File: src/rtl/sfgr_fifo.sv
// Small synchronous queue of WIDTH-bit beats, used between the block's parts
// and at the result side. No dependencies.
`timescale 1ns / 1ps
module sfgr_fifo #(
	parameter int WIDTH = 8,
	parameter int DEPTH = 2
) (
	input  logic             clk,
	input  logic             arst_n,
	input  logic             push,
	input  logic [WIDTH-1:0] wdata,
	output logic             full,
	input  logic             pop,
	output logic [WIDTH-1:0] rdata,
	output logic             empty
);
	localparam int AW = (DEPTH > 1) ? $clog2(DEPTH) : 1;

	logic [WIDTH-1:0] mem_q [DEPTH];
	logic [AW-1:0]    wr_ptr_q, rd_ptr_q;
	logic [AW:0]      cnt_q;
	logic             do_push, do_pop;

	assign full    = (cnt_q == (AW+1)'(DEPTH));
	assign empty   = (cnt_q == '0);
	assign do_push = push && !full;
	assign do_pop  = pop && !empty;
	assign rdata   = mem_q[rd_ptr_q];

	always_ff @(posedge clk) begin
		if (do_push) mem_q[wr_ptr_q] <= wdata;
	end

	always_ff @(posedge clk or negedge arst_n) begin
		if (!arst_n) begin
			wr_ptr_q <= '0;
			rd_ptr_q <= '0;
			cnt_q    <= '0;
		end else begin
			if (do_push) wr_ptr_q <= (wr_ptr_q == AW'(DEPTH-1)) ? '0 : wr_ptr_q + 1'b1;
			if (do_pop)  rd_ptr_q <= (rd_ptr_q == AW'(DEPTH-1)) ? '0 : rd_ptr_q + 1'b1;
			cnt_q <= cnt_q + (AW+1)'(do_push) - (AW+1)'(do_pop);
		end
	end
endmodule

File: config.mk
export PLATFORM = sky130hd
export DESIGN_NAME = sfgr_fifo
export DESIGN_NICKNAME = d
export VERILOG_FILES = /design/src/rtl/sfgr_fifo.sv
export SDC_FILE = /design/constraint.sdc
export NUM_CORES = 1
export LEC_CHECK = 0
export ABC_AREA = 1
export BUFFER_PORTS_ARGS = -buffer_cell sky130_fd_sc_hd__buf_2
export CORE_UTILIZATION = 55
export CTS_BUF_LIST = sky130_fd_sc_hd__clkbuf_8
export CTS_CLUSTER_DIAMETER = 50
export DETAILED_ROUTE_END_ITERATION = 6
export PLACE_DENSITY = 0.83
export REMOVE_ABC_BUFFERS = 1
export SLEW_MARGIN = 20
export SYNTH_ARGS = -nofsm -noshare
export SYNTH_HDL_FRONTEND = slang
export SYNTH_SLANG_ARGS = --single-unit
File: constraint.sdc
create_clock -name clk -period 2.5 [get_ports clk]
set_input_delay 0 -clock clk [delete_from_list [all_inputs] [get_ports clk]]
set_output_delay 0 -clock clk [all_outputs]
set_load 0.1 [all_outputs]
# Word-level counts from Yosys, hierarchy flattened
# Memories as Yosys holds them, arrays and structs flattened.
# Index checks and enable logic that the tools add are counted.
# word_totals
reg_bits,4
latchBits,0
ramBits,16
rom_bits,0
inputBits,12
output_inout_bits,10
word_cells,18
n_memories,1
# mem_list
memory,words,width,read_ports,rd_clocked_by_memory_dff,write_ports,line_no,text
mem_q,2,8,1,0,1,19,logic [WIDTH-1:0] mem_q [DEPTH];
# classes
add_sub_neg,4
multipliers,0
div,0
magnitude_cmp,0
n_eq_ne,1
shifts,0
n_mux,4
bitwise_logic,0
n_reduce_logical,5
# ops
operator,count
$mux 1,4
$add 1x1->1 const B,2
$add 2x1->2,1
$eq 2x2->1 const B,1
$logic_and 1x1->1,2
$logic_not 1->1,2
$logic_not 2->1,1
$sub 2x1->2,1

# Longest topological paths before layout
# Gate-level depths: netlist of the first run.
# logic_depth
depth_word,5
ltp_mapped,10
ltp_nobuf,10

# Worst setup path after synthesis of the first run
# No wires, ideal clock.
# synth_timing
path_type,register to register
start,register cnt_q[1]
end,register cnt_q[1]
setup_ns,0.116
arrival_time_ns,1.187
required_ns,2.384
setup_slack_ns,1.196
path_stages_with_launch,11
n_path_buf,0
synth_period_minus_slack_ns,1.304
cell_sequence,dfrtp_1 > inv_1 > nand2_2 > nand2_1 > inv_1 > ha_1 > inv_1 > ha_1 > inv_1 > nand2_1 > nand2_1
# synth_between
word_cells_on_any_way,8
cone_classes,add/sub (2); eq/ne (1); reduce/logical (5)
# synth_lines
item,line_no,text
start: declaration,21,logic [AW:0] cnt_q;
start signal: assignment,42,cnt_q <= cnt_q + (AW+1)'(do_push) - (AW+1)'(do_pop);
$logic_not 2->1,25,assign empty = (cnt_q == '0);
$logic_not 1->1,27,assign do_pop = pop && !empty;
$logic_and 1x1->1,27,
via do_pop,22,"logic do_push, do_pop;"
$sub 2x1->2,42,
# The timed path passes the listed nets, and every way through them passes these cells.
# A chain may end at the register's enable or synchronous reset.

# Worst setup path after layout of the first run
# layout_timing
start,register rd_ptr_q
end,output port rdata[6]
# layout_between
elab_chain_cells,1
# layout_lines
item,line_no,text
start: declaration,20,"logic [AW-1:0] wr_ptr_q, rd_ptr_q;"
start signal: assignment,41,if (do_pop) rd_ptr_q <= (rd_ptr_q == AW'(DEPTH-1)) ? '0 : rd_ptr_q + 1'b1;
$mem_v2 2x8,--,
end: declaration,14,"output logic [WIDTH-1:0] rdata,"
# Every way passes these cells.

==> out/results.ini, run 1 <==
[yosys]
netlist_instances = 75
synth_top_area_share_pct = 58.36
synth_top_area_cell = edfxtp_1
synth_area_per_cell_um2 = 10.98
synth_cell_type_count = 11
syn-cell-area_um2 = 823.3
synth_area_leaders = edfxtp_1, nand2_1, dfrtp_1
ys_warn_count = 0
yosysSeqAreaShare_pct = 70.52
synth-seq-cells = 20

[clock_network]
htree_levels = 1
post_cts_buffers = 0
clock-sinks = 20
numCtsBuffers = 3
path_clk_slew_ps = 70
cts.path.max_buffers = 2
cts_resized = 0
cts_tree = built
clk_latency_ps = 250
cts-root-buf = clkbuf_8

[place]
place_congestion = 0.8072
dp_cells = 110
io_buffers = 21
dp_hpwl_um = 979.6
dp_slack_ps = 1060

[setup_path]
cp-end-kind = output pin
path_cells = inv_4, nand2_1, nand2_1, buf_2
critPathSlowestCell = dfrtp_1
cp_max_fo = 10
cp_data_arrival_time_ps = 1510
crit_type = reg2out
path_buf_inv = 2
slowest_delay_ps = 520
crit_required_ps = 2500
path_common_cell = nand2_1
worst_setup_path_start_kind = flip-flop
critical_path.top_delay_family = buffers and inverters

[global_route]
grt_remaining_overflow = 0
grtUsageTotal_pct = 22.63
antenna_found_initial = 0
grt_max_degree = 12
grt_pass1_vias = 595
grt_pass1_wl_mm = 2.311

[drt]
drtPass1Iterations = 4
ant_nets = 0
drt_iter0_drc = 9
viasPerCell = 5.033
wire_per_inst_um = 12.87
wl_mm = 1.583
drcViolationCount = 0
num_vias = 619

[sta]
fin_crit_sh_pct = 60.38
min_period_ps = 1509
tns_ps = 0
final_hold_viol_count = 0
slew_viol_final = 0
setup_ws_ps = 990.5
whs_ps = 18.80
timing.fmax_mhz = 662.5
setup_viol = 0
worstMarginPinSlew_ps = 644.7
skew_ps = 1.579
rsz0062_at_grt = no
slew-limit-headroom_pct = 56.86

[final_layout]
n_antenna_cell = 0
final_cell_mix = nand2_1, buf_2, edfxtp_1, inv_1, dlygate4sd3_1
syn_to_final_growth_pct = 30.09
final_common_cell = nand2_1
post_route_cells_drive_above_1_share_pct = 25.93
nNetsFinal = 123
final_cells = 123
fill_cells = 86

[floorplanning]
ios = 22
core_region_area_um2 = 1350
start_util_pct = 60.98
num_rows = 13
die_height_um = 40.69
die_area_um2 = 1656
dieWidth_um = 40.69

[status]
status = finished, final reports clean

[flow_run]
max_cap_viol_count = 0

[min_path]
hold_class = in2reg

sequential cells by signal (all words and copies together), names as in the netlist:
name      flops
rd_ptr_q      1
wr_ptr_q      1
cnt_q         2
mem_q        16
what timing repair did:
item	CTS	global route
hold buffers	9	0
hold endpoints to repair	20	0
endpoints found under the setup margin	0	0
worst register-to-register path: cells and delay by family (launching register included):
family	cells	cell delay, ps
buffers and inverters	4	260
flip-flops	1	400
AND/OR/NAND/NOR	4	260
adder cells (fa/ha/maj)	2	440
Yosys cell counts (all sizes together):
master   n
nor2     1
buf      1
ha       2
dfrtp    4
edfxtp  16
inv     11
nand3    3
nand2   37
final timing paths:
path / startpoint / end / slack (ps) / cells past startpoint
setup / recovery: rd_ptr_q / rdata[6] / 990 / 4
min in group asynchronous: arst_n / cnt_q[1] / 80 / 2
setup reg to reg: cnt_q[1] / cnt_q[1] / 1010 / 10
hold / removal: pop / rd_ptr_q / 20 / 3
hold reg to reg: wr_ptr_q / wr_ptr_q / 490 / 2
max in group asynchronous: arst_n / rd_ptr_q / 2300 / 2
kinds of logic after synthesis:
kind of cell / after synthesis / synth area share, %
buffers and inverters: 12 / 6.687
AND/OR/NAND/NOR: 41 / 19.76
flip-flops: 20 / 70.52
adder cells (fa/ha/maj): 2 / 3.039
area by class of cell:
| type | instances | area [um2] | share of cell area (%) |
|---|---|---|---|
| Sequential cell | 20 | 580.6 | 54.21 |
| Timing Repair Buffer | 30 | 195.2 | 18.22 |
| Multi-Input combinational cell | 43 | 187.7 | 17.52 |
| Inverter | 11 | 43.79 | 4.089 |
| Clock buffer | 3 | 41.29 | 3.855 |
| Tap cell | 15 | 18.77 | 1.752 |
| Clock inverter | 1 | 3.754 | 0.3505 |
metal layers:
metal	track usage [%]	vias up	part of all wire, %
li1	-	304	-
met1	23.86	270	38
met2	40.48	37	53
met3	7.609	8	6.8
met4	10.00	0	1.6
met5	0	-	0
metrics by stage:
| step | cell area [um2] | util (%) |
|---|---|---|
| finish | 1071 | 79.33 |
| global placement | 935.9 | 69.32 |
| floorplan | 812.0 | - |
| detailed placement | 935.9 | 69.32 |
| global route | 1071 | 79.33 |
| CTS | 1071 | 79.33 |
Power of run 1 is not shown: default switching activity piles up to over one toggle a cycle in this logic, so the estimate is an artifact.
==> run 2: changes to the inputs <==
--- a/config.mk
+++ b/config.mk
@@ -5,13 +5,13 @@
 export SDC_FILE = /design/constraint.sdc
 export NUM_CORES = 1
 export LEC_CHECK = 0
-export ABC_AREA = 1
+export ABC_AREA = 0
 export BUFFER_PORTS_ARGS = -buffer_cell sky130_fd_sc_hd__buf_2
-export CORE_UTILIZATION = 55
+export CORE_UTILIZATION = 52
 export CTS_BUF_LIST = sky130_fd_sc_hd__clkbuf_8
 export CTS_CLUSTER_DIAMETER = 50
 export DETAILED_ROUTE_END_ITERATION = 6
-export PLACE_DENSITY = 0.83
+export PLACE_DENSITY = 0.8
 export REMOVE_ABC_BUFFERS = 1
 export SLEW_MARGIN = 20
 export SYNTH_ARGS = -nofsm -noshare
==> constraint.sdc (replaced) <==
create_clock -name clk -period 1.5 [get_ports clk]
set_input_delay 0 -clock clk [delete_from_list [all_inputs] [get_ports clk]]
set_output_delay 0 -clock clk [all_outputs]
set_load 0.1 [all_outputs]
==> run 2 against run 1 <==
Against the previous run:
- the run now ends with negative setup slack left
- non-clock buffer count rose by 6
- clock skew rose by 7.4 ps
- utilization grew 7.0 points
- design area is 8.8% higher
- synthesized cell count is 43% lower
- die area is 0.74% higher
==> out/results.ini, run 2 <==
[global_route]
grt_max_degree = 13  ; +1
grt_pass1_vias = 433  ; -27%
grt_pass1_wl_mm = 1.945  ; -16%
grt_remaining_overflow = 0  ; unchanged
antenna_found_initial = 0  ; unchanged
grtUsageTotal_pct = 19.11  ; -3.5 points

[floorplanning]
die_area_um2 = 1668  ; +0.74%
ios = 22  ; unchanged
start_util_pct = 58.11  ; -2.9 points
core_region_area_um2 = 1350  ; unchanged
num_rows = 13  ; unchanged
dieWidth_um = 40.84  ; +0.37%
die_height_um = 40.84  ; +0.37%

[sta]
skew_ps = 8.929  ; +7.350 ps
fin_crit_sh_pct = 100.8
timing.fmax_mhz = 661.1
setup_ws_ps = -12.65  ; -1003 ps
setup_viol = 1  ; +1
min_period_ps = 1513
slew-limit-headroom_pct = 67.55  ; +11 points
slew_viol_final = 0  ; unchanged
worstMarginPinSlew_ps = 490.1  ; -154.6 ps
whs_ps = 65.01  ; +46.21 ps
final_hold_viol_count = 0  ; unchanged

[yosys]
yosys_most_used_dff = edfxtp_1
synth_area_leaders = edfxtp_1, dfrtp_1, mux2_2
synth_edf_count = 16  ; unchanged
yosys.cell_count.top_type = edfxtp_1
async_reset_ff_share_pct = 20.00  ; unchanged
synth_top_area_share_pct = 61.24  ; +2.9 points
syn-cell-area_um2 = 784.5  ; -4.7%
synth_cell_type_count = 14  ; +3
ys_warn_count = 0  ; unchanged
synth_top_area_cell = edfxtp_1
synth_area_per_cell_um2 = 18.24  ; +66%
netlist_instances = 43  ; -43%
yosysSeqAreaShare_pct = 74.00  ; +3.5 points
synth-seq-cells = 20  ; unchanged
synthTopCellsByCount = edfxtp_1, mux2_2, dfrtp_1, xnor2_1

[clock_network]
cts-root-buf = clkbuf_8
cts_tree = built
htree_levels = 1  ; unchanged
path_clk_slew_ps = 80  ; about the same
clock-sinks = 20  ; unchanged
clk_latency_ps = 270  ; +20 ps
cts.path.max_buffers = 2  ; unchanged
numCtsBuffers = 3  ; unchanged

[final_layout]
n_antenna_cell = 0  ; unchanged
nNetsFinal = 97  ; -21%
reg_top3 = mem_q (16), cnt_q (2)
syn_to_final_growth_pct = 48.49
largest_register_ffs = 16  ; unchanged
post_route_cells_drive_above_1_share_pct = 60.98  ; +35 points
final_cell_mix = buf_2, edfxtp_1, dlygate4sd3_1, mux2_2, buf_4
regMostFlops = mem_q
final_common_cell = buf_2

[drt]
wl_mm = 1.757  ; +11%
num_vias = 507  ; -18%
drtPass1Iterations = 4  ; unchanged
drt_iter0_drc = 7  ; -2
wire_per_inst_um = 18.11  ; +41%
ant_nets = 0  ; unchanged
drcViolationCount = 0  ; unchanged
viasPerCell = 5.227  ; +3.9%

[status]
status = finished with violations
violations = negative setup slack

[place]
dp_hpwl_um = 855.4  ; -13%
place_congestion = 0.6646  ; -18%
io_buffers = 21  ; unchanged

[setup_path]
worst_setup_path_start_kind = flip-flop
cp-end-kind = flip-flop
crit_required_ps = 1680  ; -820 ps
cp_max_fo = 3  ; -7
cp_data_arrival_time_ps = 1700  ; +190 ps
crit_type = reg2reg

[min_path]
hold_class = in2async

[flow_run]
max_cap_viol_count = 0  ; unchanged

-- run 2: critical path, cell delays in order, from the launching register on --
cell and delay, ps:
dfrtp_2 460, nor2_4 150, nor2b_4 60, ha_4 260, inv_2 40, ha_4 150, xnor2_2 130, xnor2_1 180
-- run 2: per-layer routing --
| metal | share of wire, % | GRT usage (%) | vias up |
|---|---|---|---|
| met5 | 0 | 0 | - |
| met4 | 3.2 | 5.000 | 0 |
| met3 | 7.1 | 6.522 | 7 |
| met2 | 48 | 30.86 | 27 |
| met1 | 41 | 24.45 | 240 |
| li1 | - | - | 233 |
-- run 2: final cells by class --
class                      count  area, um2
inverter                       2      7.507
timing repair buffer          36      240.2
tap                           15      18.77
sequential                    20      584.3
fill                          52      185.2
clock buffer                   3      41.29
clock inverter                 1      30.03
multi-input combinational     20      242.7
-- run 2: timing repair --
item,CTS,global route
endpoints found under the hold margin,20,0
hold buffers,9,0
resized for setup,1,12
buffers inserted,0,3
setup endpoints to repair,6,1
pin swaps,0,5
-- run 2: cells by family after synthesis --
| family | Yosys count | synth area share [%] |
|---|---|---|
| fa+ha+maj | 2 | 3.189 |
| mux | 8 | 11.48 |
| simple gates | 6 | 4.467 |
| flops | 20 | 74.00 |
| xor+xnor | 4 | 4.467 |
| buf+inv | 3 | 2.393 |
-- run 2: final timing paths --
check / start / endpoint / slack (ps) / depth (start not counted)
max: cnt_q[1] / cnt_q[1] / -10 / 7
min reg2reg: wr_ptr_q / wr_ptr_q / 530 / 1
max in group asynchronous: arst_n / cnt_q[1] / 1300 / 2
max reg2reg: cnt_q[1] / cnt_q[1] / -10 / 7
min in group clk: push / wr_ptr_q / 140 / 4
min: arst_n / wr_ptr_q / 70 / 2
-- run 2: stage by stage --
stage	area [um2]	utilization, %	setup WS [ps]	setup TNS, ps	instances
2_1_floorplan	773.2	-	-722.6	-1416	42
4_1_cts	1082	80.17	20.19	0	94
5_1_grt	1165	86.28	-66.37	-84.33	97
6_report	1165	86.28	-12.65	-12.65	97
3_3_place_gp	919.6	68.12	44.52	0	81
3_5_place_dp	919.6	68.12	36.01	0	81
Power of run 2 is left out for the same reason.
