`src/rtl/sfgr_pkg.sv`:
```
// Package for the sequenced feed gap recovery block: beat types, kind codes,
// queue depths and the back-end sequencer states. No dependencies.
`timescale 1ns / 1ps
package sfgr_pkg;

	localparam int SEQ_W       = 32;
	localparam int MAX_RESULTS = 64;
	localparam int MID_DEPTH   = 2;
	localparam int OUT_DEPTH   = 4;

	localparam logic [1:0] KIND_START = 2'd1;
	localparam logic [1:0] KIND_END   = 2'd2;

	typedef struct packed {
		logic             from_snapshot;
		logic [SEQ_W-1:0] seq_num;
		logic [1:0]       kind;
		logic [3:0]       update_code;
		logic [63:0]      order_ref;
		logic [63:0]      payload;
	} in_item_t;

	typedef struct packed {
		logic [3:0]  out_code;
		logic [63:0] out_order_ref;
		logic [63:0] out_payload;
		logic        recovered;
		logic        last;
	} out_item_t;

	// Classified beat handed from the front end to the back end.
	typedef struct packed {
		in_item_t item;
		logic     snap_in_range;
	} fe_item_t;

	typedef struct packed {
		logic [1:0]  kind;
		logic [3:0]  code;
		logic [63:0] order_ref;
		logic [63:0] payload;
	} snap_ent_t;

	typedef struct packed {
		logic [SEQ_W-1:0] seq;
		logic [1:0]       kind;
		logic [3:0]       code;
		logic [63:0]      order_ref;
		logic [63:0]      payload;
	} inc_ent_t;

	typedef enum logic [3:0] {
		ST_IDLE,
		ST_DISPATCH,
		ST_INC_SCAN,
		ST_INC_STORE,
		ST_SNAP_SCAN,
		ST_SNAP_K0,
		ST_SNAP_KE,
		ST_INC_CHECK,
		ST_INC_PERM,
		ST_EMIT_SNAP,
		ST_EMIT_INC,
		ST_FLUSH
	} state_t;

	function automatic logic is_marker(input logic [1:0] k);
		return (k == KIND_START) || (k == KIND_END);
	endfunction

endpackage

```
`src/rtl/sfgr_front.sv`:
```
// Front end: input register stage that takes beats and classifies them.
// Depends on sfgr_pkg.
`timescale 1ns / 1ps
module sfgr_front #(
	parameter int SNAP_DEPTH = 32
) (
	input  logic              clk,
	input  logic              arst_n,
	input  logic              push,
	input  sfgr_pkg::in_item_t in_item,
	output logic              full,
	output logic              q_push,
	output sfgr_pkg::fe_item_t q_item,
	input  logic              q_full
);
	import sfgr_pkg::*;

	logic     valid_q;
	fe_item_t item_q;
	logic     take;

	assign full   = valid_q && q_full;
	assign take   = push && !full;
	assign q_push = valid_q;
	assign q_item = item_q;

	always_ff @(posedge clk) begin
		if (take) begin
			item_q.item          <= in_item;
			item_q.snap_in_range <= (in_item.seq_num < SEQ_W'(SNAP_DEPTH));
		end
	end

	always_ff @(posedge clk or negedge arst_n) begin
		if (!arst_n) valid_q <= 1'b0;
		else if (take) valid_q <= 1'b1;
		else if (!q_full) valid_q <= 1'b0;
	end
endmodule

```
`config.mk`:
```
export PLATFORM = sky130hd
export DESIGN_NAME = sfgr_front
export DESIGN_NICKNAME = d
export VERILOG_FILES = /design/src/rtl/sfgr_pkg.sv /design/src/rtl/sfgr_front.sv
export SDC_FILE = /design/constraint.sdc
export NUM_CORES = 1
export LEC_CHECK = 0
export BUFFER_PORTS_ARGS = -buffer_cell sky130_fd_sc_hd__buf_2
export CAP_MARGIN = 20
export CORE_AREA = 2 2 131 133
export DETAILED_ROUTE_END_ITERATION = 8
export DIE_AREA = 0 0 133 135
export SETUP_SLACK_MARGIN = 0.15
export SKIP_LAST_GASP = 1
export SLEW_MARGIN = 20
export SYNTH_ARGS = -nofsm -noshare
export SYNTH_HDL_FRONTEND = slang
export SYNTH_SLANG_ARGS = --single-unit
```
`constraint.sdc`:
```
create_clock -name clk -period 22.2 [get_ports clk]
set_clock_uncertainty 0.1 [all_clocks]
set_input_delay 4.44 -clock clk [delete_from_list [all_inputs] [get_ports clk]]
set_output_delay 4.44 -clock clk [all_outputs]
set_load 0.02 [all_outputs]
```
**Yosys cells after proc, flatten, opt, wreduce, memory -nomap -nowiden**

Index checks and enable logic that the tools add are counted.

- Mux-type cells: 2
- $lt $le $gt $ge: 1
- Eq/ne operators: 1
- Reduce and logical (&&, ||, !) cells: 3

Operators by type and width:

| operator | count |
|---|---|
| 32-bit by 6-bit < comparator with 1-bit output (second input constant) | 1 |
| 1-bit logical AND | 2 |
| 1-bit 2-to-1 mux | 2 |
| 2-bit by 1-bit inequality test with 1-bit output (second input constant) | 1 |
| 1-bit zero test | 1 |

- Output and inout bits: 170
- Word-level logic and storage cells: 15
- Bits in registers: 169
- Input port bits: 171

**Logic depth before layout (Yosys ltp)**

Gate-level depths: netlist (run 1).

- Word-level depth: 4
- Gate-level depth with buffers: 3

**Least setup slack after synthesis (run 1)**

Ideal clock, no wire load.

- Path type: in2reg
- Start: input q_full
- End: register item_q, in the netlist q_item[0] (enable)
- Buffers on the path: 0
- Slack: 9.344 ns
- Stages: 2
- Library setup time: 0.714 ns
- Data arrival time: 12.042 ns
- Cell sequence: and2_1 nor2b_1

- Word-level cells in the longest chain between the ends: 3

RTL lines:

| what | RTL line | text |
|---|---|---|
| start: declaration | sfgr_front.sv:14 | `input logic q_full` |
| 1-bit logical AND | sfgr_front.sv:22 | `assign full = valid_q && q_full;` |
| 1-bit zero test | sfgr_front.sv:23 | `assign take = push && !full;` |
| 1-bit logical AND | sfgr_front.sv:23 |  |
| via take | sfgr_front.sv:20 | `logic take;` |
| end: declaration | sfgr_front.sv:19 | `fe_item_t item_q;` |

The timed path passes the listed nets, and every way through them passes these cells.
A chain may end at the register's enable or synchronous reset.

**Worst setup path after layout (run 1)**

- Start: input q_full
- End: output full

- Word-level cells in the longest chain between the ends: 1

RTL lines:

| what | RTL line | text |
|---|---|---|
| 1-bit logical AND | sfgr_front.sv:22 |  |
| end: declaration | sfgr_front.sv:11 | `output logic full,` |

No other way between the ends.

==> results of run 1 <==
critical path, delay by kind of cell:
| family | cells | cell delay (ns) |
|---|---|---|
| simple gates | 1 | 0.19 |
| buf+inv | 2 | 0.27 |
cell usage after synthesis:
cell / count / area [um^2]
and2_1: 1 / 6.26
dfrtp_1: 1 / 25.0
edfxtp_1: 168 / 5040
nand3_1: 1 / 5.00
nand4_1: 1 / 6.26
nor2_1: 1 / 3.75
nor2b_1: 1 / 6.26
nor3_1: 1 / 5.00
nor4_1: 5 / 31.3
nor4_2: 1 / 12.5
or2_2: 1 / 6.26
area by class of cell:
class	count	area share, %
clock inverters	12	1.51
well taps	220	3.57
multi-input cells	13	1.17
clock buffers	20	5.66
flip-flops and latches	169	65.8
repair buffers	341	22.3
path summary, 6_finish.rpt:
kind / slack (ns) / depth (start not counted) / to / startpoint
worst min-delay path: 0.62 / 2 / q_push$_DFFE_PN0P_ / q_push$_DFFE_PN0P_
max in group asynchronous: 18.23 / 1 / q_push$_DFFE_PN0P_ / arst_n
min in group asynchronous: 3.68 / 1 / q_push$_DFFE_PN0P_ / arst_n
worst max register to register: 20.24 / 3 / q_item[142]$_DFFE_PP_ / q_push$_DFFE_PN0P_
worst max-delay path: 12.75 / 3 / full / q_full
worst min register to register: 0.62 / 2 / q_push$_DFFE_PN0P_ / q_push$_DFFE_PN0P_
per-stage QoR:
stage / instance area, um^2 / std cells
6_report: 7710 / 775
5_1_grt: 7710 / 775
4_1_cts: 7710 / 775
3_5_place_dp: 7160 / 743
3_3_place_gp: 7160 / 743
2_1_floorplan: 5150 / 182
flip-flops by register name (all words and copies together) (netlist names):
register  flops
q_item      168
q_push        1
power groups by stage:
| stage | Clock [mW] | Sequential [mW] | Combinational [mW] |
|---|---|---|---|
| final | 0.278 | 0.377 | 0.0630 |
| after global routing | 0.298 | 0.378 | 0.0669 |
| after CTS | 0.286 | 0.377 | 0.0640 |
| after detailed placement | 0 | 0.383 | 0.0641 |
| after global placement | 0 | 0.383 | 0.0628 |
| after floorplan | 0 | 0.410 | 0.00624 |
per-layer routing:
metal	part of all wire (%)	vias up	track usage, %	wire length, um
li1	-	1475	-	-
met1	34	1533	13.6	4340
met2	53	202	24.2	6740
met3	11	13	7.02	1440
met4	1.3	0	5.91	170
met5	0	-	0	0
cell families (layout without fill, tap and decap cells):
family / after synthesis / in the layout / synth area share, %
buffers and inverters: 0 / 373 / 0
DFF: 169 / 169 / 98.4
and+or+nand+nor: 13 / 13 / 1.60
==> results.toml, run 1 <==
[critical_path]
arrival_ns = 4.91
worstPathRequired_ns = 17.66
cp_cell_sequence = "buf_2, and2_1, buf_2"
crit_path_frequent_cell = "buf_2"
end_kind = "primary output"
start_kind = "input pin"
worstSetupPathType = "input pin to primary output"
path_max_fanout = 3
slowest_delay_ns = 0.19
crit_slowest_cell = "and2_1"

[layout]
multi_input_area_um2 = 90.1
utilization_pct = 47.0
final_common_cell = "buf_2"
final_cell_mix = "buf_2 (340), edfxtp_1 (168), clkbuf_16 (17), nor4_1 (5), clkinvlp_4 (5)"
final_nets = 713
antenna_cells = 0
area_delta_synth_final_pct = 49.6
drive_gt1_share_pct = 67.2
nFillCells = 1436
seqCellArea_um2 = 5070

[drt]
drc = 0
routedWlPerCell_um = 16.4
drtIter0Drc = 142
routed_wl_mm = 12.7
antenna_left = 0
first_pass_iters = 6
vias_per_cell = 4.16
vias = 3223

[floorplanning]
die_h_um = 135
die_w_um = 133
die_area_um2 = 18000
core_area_um2 = 16400
num_io_pins = 341
num_rows = 47
start_util_pct = 31.4

[synth]
synth_seq_cells = 169
synth_nets = 353
yosys_warnings = 0
syn_avg_cell_area_um2 = 28.3
syn_inst = 182
synth_area_um2 = 5150
synth_cell_types = 11
yosysSeqAreaShare_pct = 98.4

[cts]
cts_buffer_depth = 2
cts_tree = "built"
cts_buffers = 17
cts_max_level = 4
cts_setup_buffers = 0
worstSkewPairLatency_ns = 0.42
cts_hold_buffers = 0
root_buffer = "clkbuf_16"
clk_pin_slew_ns = 0.06
cts-resized-gates = 0
cts.sinks = 169

[power_and_ir_drop]
p_comb_share_pct = 8.8
peakVddDrop_mv = 0.0486
total_power_uw = 717
seq_power_share_pct = 52.5
p_clk_share_pct = 38.7
power_density_nw_per_um2 = 93.0
p_sw_share_pct = 23.3
p_leak_nw = 3.23
internal-power_uw = 550
p_switching_uw = 167

[timing]
drv_slew = 0
rsz0062_at_grt = "false"
fmax_mhz = 106
final.setup.tns_ns = 0
slew_headroom_pct = 37.5
setup_slack_ns = 12.75
min_period_ns = 9.45
min_period_over_period_pct = 42.6
worst_pin_slew_ns = 0.938
hold_viol = 0
holdWs_ns = 0.618
setup_viol = 0

[global_route]
overflow = 0
gr-usage-all-layers_pct = 13.7
grt_max_degree = 169
grt_pass1_vias = 3385
grt_antenna_before_repair = 0
grt_pass1_wl_mm = 18.1

[place]
dp_slack_ns = 12.74
numPortBuffers = 340
globalplace.congestion = 0.752
hpwlAfterDp_mm = 9.46

[job]
max_cap_viol_count = 0

[run_status]
status = "completed"

[worst_hold_path]
hp-class = "register to register"
Power figures use the tool's default switching activity.
==> run 2: changes to the inputs <==
ABC_AREA = 1   (was default)
CORE_AREA = 2 2 134 136   (was 2 2 131 133)
DIE_AREA = 0 0 136 138   (was 0 0 133 135)
clock period = 9.5 ns   (was 22.2 ns; I/O delays follow)
==> run 2 against run 1 <==
  * Area after synthesis grew 0.83%
  * Combinational power grew 130%
  * Clock power grew 140%
  * Wire length shrank 5.1%
  * Cell count grew 3.5%
  * Sequential power grew 130%
  * Via count grew 0.93%
  * Power grew 140%
  * Largest power group unchanged
==> results.toml, run 2 <==
[run_status]
status = "completed"

[synth]
synth_edf_count = 168
syn_avg_cell_area_um2 = 26.1
synth_nets = 370
synth_top_area_share_pct = 97.1
synth.area.top_cells = "edfxtp_1 (97%), nor2_1 (1.2%), nand2_1 (0.72%)"
synth_area_leader_cell = "edfxtp_1"
synth_cell_types = 6
syn_inst = 199
async_flop_share_pct = 0.592
synthFlopType = "edfxtp_1"
post-synth-top-count-cell = "edfxtp_1"
yosysSeqAreaShare_pct = 97.6
synth_area_um2 = 5190
synth_seq_cells = 169
yosys_warnings = 0
synthTopCellsByCount = "edfxtp_1 (168), nor2_1 (17), nand2_1 (10)"

[timing]
drv_slew = 0
min_period_over_period_pct = 45.7
fmax_mhz = 231
min_period_ns = 4.34
final.setup.tns_ns = 0
worst_pin_slew_ns = 0.959
hold_viol = 0
rsz0062_at_grt = "false"
setup_viol = 0
slew_headroom_pct = 36.1

[drt]
drtIter0Drc = 111
drc = 0
vias = 3253
routedWlPerCell_um = 15.0
vias_per_cell = 4.06
routed_wl_mm = 12.0
first_pass_iters = 4
antenna_left = 0

[worst_hold_path]
min_path_cells = 2
hp-class = "register to register"
worstHoldEndpoint = "q_push$_DFFE_PN0P_"
min-delay-start = "q_push$_DFFE_PN0P_"

[critical_path]
crit_path_frequent_cell = "buf_2"
path_buf_inv = 3
reg2reg_to = "q_item[41]$_DFFE_PP_"
timing.rr.start = "q_push$_DFFE_PN0P_"
slowest_delay_ns = 0.19
ff2ff_path_depth = 4
cpLargestDelayFamily = "buffers and inverters"
crit_slowest_cell = "buf_2"
worstSetupPathType = "input pin to primary output"
end_kind = "primary output"
start_kind = "input pin"
cp_cell_sequence = "buf_2, nand2_1, inv_1, buf_2"
crit_start = "q_full"
path_max_fanout = 2
arrival_ns = 2.34
regToRegSetupSlack_ns = 7.33
worstPathRequired_ns = 7.50

[power_and_ir_drop]
p_leak_nw = 3.29
peakVddDrop_mv = 0.107
power_density_nw_per_um2 = 218

[floorplanning]
start_util_pct = 29.6
die_w_um = 136
die_h_um = 138
die_area_um2 = 18800
core_area_um2 = 17500
num_rows = 49
num_io_pins = 341

[layout]
final_nets = 731
final_common_cell = "buf_2"
final_cell_area_um2 = 7780
final_cell_mix = "buf_2 (340), edfxtp_1 (168), clkbuf_16 (17), nor2_1 (16), nand2_1 (10)"
antenna_cells = 0
largest_register_ffs = 168
area_delta_synth_final_pct = 49.8
nFillCells = 1629
utilization_pct = 44.4
drive_gt1_share_pct = 65.3

[global_route]
grt_pass1_vias = 3375
grt_max_degree = 81
overflow = 0
gr-usage-all-layers_pct = 12.4
grt_pass1_wl_mm = 17.4
grt_antenna_before_repair = 0

[cts]
cts_tree = "built"
cts_buffer_depth = 2
cts-resized-gates = 0
cts_setup_buffers = 0
cts_hold_buffers = 0
cts_max_level = 4
worstSkewPairLatency_ns = 0.41
cts_buffers = 17
root_buffer = "clkbuf_16"
cts.sinks = 169
clk_pin_slew_ns = 0.06

[job]
max_cap_viol_count = 0

[place]
globalplace.congestion = 0.791
numPortBuffers = 340
placed_cell_area_um2 = 7210
[run 2: worst reg2reg max path, stage by stage, from the launching register on]
cell and delay [ns]:
dfrtp_1 0.38, nand2_1 0.08, inv_1 0.08, nor2_4 0.29, buf_4 0.79
[run 2: cells by family after synthesis]
family        after synthesis  synth area share [%]
buf+inv                     2                 0.145
flops                     169                  97.6
simple gates               28                  2.26
[run 2: where the power goes]
part | leakage, nW | switching (mW) | internal (mW)
Clock | 0.272 | 0.277 | 0.390
Sequential | 1.61 | 0.00915 | 0.870
Combinational | 1.40 | 0.0958 | 0.0512
Total | 3.29 | 0.382 | 1.31
[run 2: layer usage]
layer / wire [um] / GRT usage (%)
met5: 0 / 0
met4: 191 / 4.61
met3: 1450 / 6.75
met2: 6140 / 21.5
met1: 4260 / 12.4
[run 2: through the flow]
| step | hold slack (ns) | power (mW) | setup WS, ns | std cells |
|---|---|---|---|---|
| global route | 0.460 | 1.76 | 5.12 | 802 |
| floorplan | 0.497 | 0.969 | 2.47 | 199 |
| finish | 0.414 | 1.69 | 5.16 | 802 |
| detailed placement | 0.394 | 1.05 | 5.16 | 770 |
| global placement | 0.381 | 1.04 | 5.18 | 770 |
| CTS | 0.416 | 1.72 | 5.16 | 802 |
[run 2: worst max path at each step]
stage	to	cells after the start
5_1_grt	full	4
2_1_floorplan	q_item[0]$_DFFE_PP_	3
3_5_place_dp	full	4
3_3_place_gp	full	4
6_report	full	4
4_1_cts	full	4
[run 2: layout make-up]
type	count	area (um^2)	area share (%)
well taps	229	287	3.68
clock buffers	19	433	5.56
multi-input cells	28	125	1.61
repair buffers	342	1720	22.1
inverters	2	7.51	0.0965
clock inverters	13	143	1.83
flip-flops and latches	169	5070	65.2
==> run 3: changes to the inputs <==
ABC_AREA = 0   (was 1)
CORE_AREA = 2 2 133 135   (was 2 2 134 136)
DIE_AREA = 0 0 135 137   (was 0 0 136 138)
clock period = 4.5 ns   (was 9.5 ns; I/O delays follow)
==> run 3 against run 2 <==
  * Clock-buffer cell count stayed put
  * First-iteration DRC count is 35% higher
  * Power is 110% higher
  * Sequential power is 110% higher
  * Design area is 0.84% lower
  * Via count is 0.92% lower
  * Setup slack worse by 3.0 ns
  * Utilization is 0.86 points higher
  * Die area is 1.5% lower
  * Clock power is 100% higher
  * Register-to-register slack worse by 4.8 ns
  * Critical path type unchanged
  * Largest cell class unchanged
  * Highest routed layer unchanged
==> results.toml, run 3 (synthesis results as in run 1) <==
[run_status]
status = "completed"

[drt]
drc = 0
vias = 3223
antenna_left = 0
drtIter0Drc = 150
routed_wl_mm = 12.5
first_pass_iters = 4
vias_per_cell = 4.13
routedWlPerCell_um = 16.1

[timing]
final.setup.tns_ns = 0
rsz0062_at_grt = "false"
hold_viol = 0
min_period_ns = 2.36
fmax_mhz = 423
worst_pin_slew_ns = 0.940
min_period_over_period_pct = 52.5
slew_headroom_pct = 37.3
setup_viol = 0
drv_slew = 0

[critical_path]
regToRegSetupSlack_ns = 2.52
start_kind = "input pin"
worstPathRequired_ns = 3.50
reg2reg_to = "q_item[60]$_DFFE_PP_"
worstSetupPathType = "input pin to primary output"
timing.rr.start = "q_push$_DFFE_PN0P_"
crit_start = "q_full"
cp_cell_sequence = "buf_2, and2_1, buf_2"
path_max_fanout = 3
crit_path_frequent_cell = "buf_2"
slowest_delay_ns = 0.19
ff2ff_path_depth = 3
end_kind = "primary output"
arrival_ns = 1.36
crit_slowest_cell = "and2_1"

[place]
numPortBuffers = 340
place_inst = 748
globalplace.congestion = 0.797

[power_and_ir_drop]
p_leak_nw = 3.23
p_comb_share_pct = 8.8
seq_power_share_pct = 52.8
internal-power_mw = 2.71
peakVddDrop_mv = 0.239
p_sw_share_pct = 22.9
p_clk_share_pct = 38.4
power_density_nw_per_um2 = 456
p_switching_uw = 807

[layout]
stdcell_count = 781
final_common_cell = "buf_2"
final_cell_mix = "buf_2 (340), edfxtp_1 (168), clkbuf_16 (17), nor4_1 (5)"
area_delta_synth_final_pct = 49.8
final_nets = 713
largest_register_ffs = 168
drive_gt1_share_pct = 67.2

[cts]
cts_buffer_depth = 2
cts_tree = "built"
cts-resized-gates = 0
cts_max_level = 4
clk_pin_slew_ns = 0.06
cts_hold_buffers = 0
cts.sinks = 169
worstSkewPairLatency_ns = 0.41
cts_setup_buffers = 0
root_buffer = "clkbuf_16"
cts_buffers = 17

[global_route]
grt_pass1_vias = 3349
gr-usage-all-layers_pct = 13.1
grt_antenna_before_repair = 1
grt_max_degree = 169
overflow = 0
grt_pass1_wl_mm = 17.8

[floorplanning]
num_io_pins = 341
start_util_pct = 30.2
die_w_um = 135
die_area_um2 = 18500
core_area_um2 = 17100
die_h_um = 137
num_rows = 48

[worst_hold_path]
hp-class = "input pin to async pin"

[job]
max_cap_viol_count = 0
==> run 3: cell types whose count changed in the layout (fill, tap and decap cells not counted), sizes merged, moves of 2 or more <==
| cell | change |
|---|---|
| inv | -2 |
| nor4 | +6 |
| nor2 | -16 |
| nand2 | -10 |
==> run 3: critical path, delay by kind of cell <==
family / cells / cell delay [ns]
buffers and inverters: 2 / 0.27
and+or+nand+nor: 1 / 0.19
==> run 3: power by group through the flow <==
stage	clock network, mW	registers [mW]	logic, mW
floorplan	0	2.01	0.0318
global placement	0	1.89	0.309
detailed placement	0	1.89	0.314
CTS	1.40	1.86	0.314
global route	1.46	1.87	0.331
finish	1.35	1.86	0.309
==> run 3: layout make-up <==
class	count	area, um^2
antenna	1	2.50
fill	1525	9340
sequential	169	5070
clock inverter	13	118
multi-input combinational	13	90.1
clock buffer	19	433
tap	225	282
timing repair buffer	341	1720
==> run 3: through the flow <==
stage	hold WS [ns]	setup WS, ns	area, um^2	utilization, %	power, mW
after CTS	0.127	2.13	7710	45.2	3.57
final	0.151	2.14	7720	45.2	3.52
after global routing	0.122	2.11	7710	45.2	3.66
after global placement	0.579	1.99	7160	42.0	2.20
after floorplan	0.504	0.286	5160	-	2.04
after detailed placement	0.579	1.96	7160	42.0	2.21
==> run 3: layer usage <==
layer	share of wire, %	global-route usage, %	routed length (um)
met5	0	0	0
met4	2.2	5.44	271
met3	12	6.81	1450
met2	51	22.3	6370
met1	35	13.6	4450
==> run 3: worst max path at each step <==
stage	endpoint	slack, ns	cells past startpoint
after CTS	full	2.13	3
after floorplan	q_item[0]$_DFFE_PP_	0.29	2
after detailed placement	q_item[21]$_DFFE_PP_	1.96	4
after global placement	q_item[96]$_DFFE_PP_	1.99	4
after global routing	full	2.11	3
final	full	2.14	3
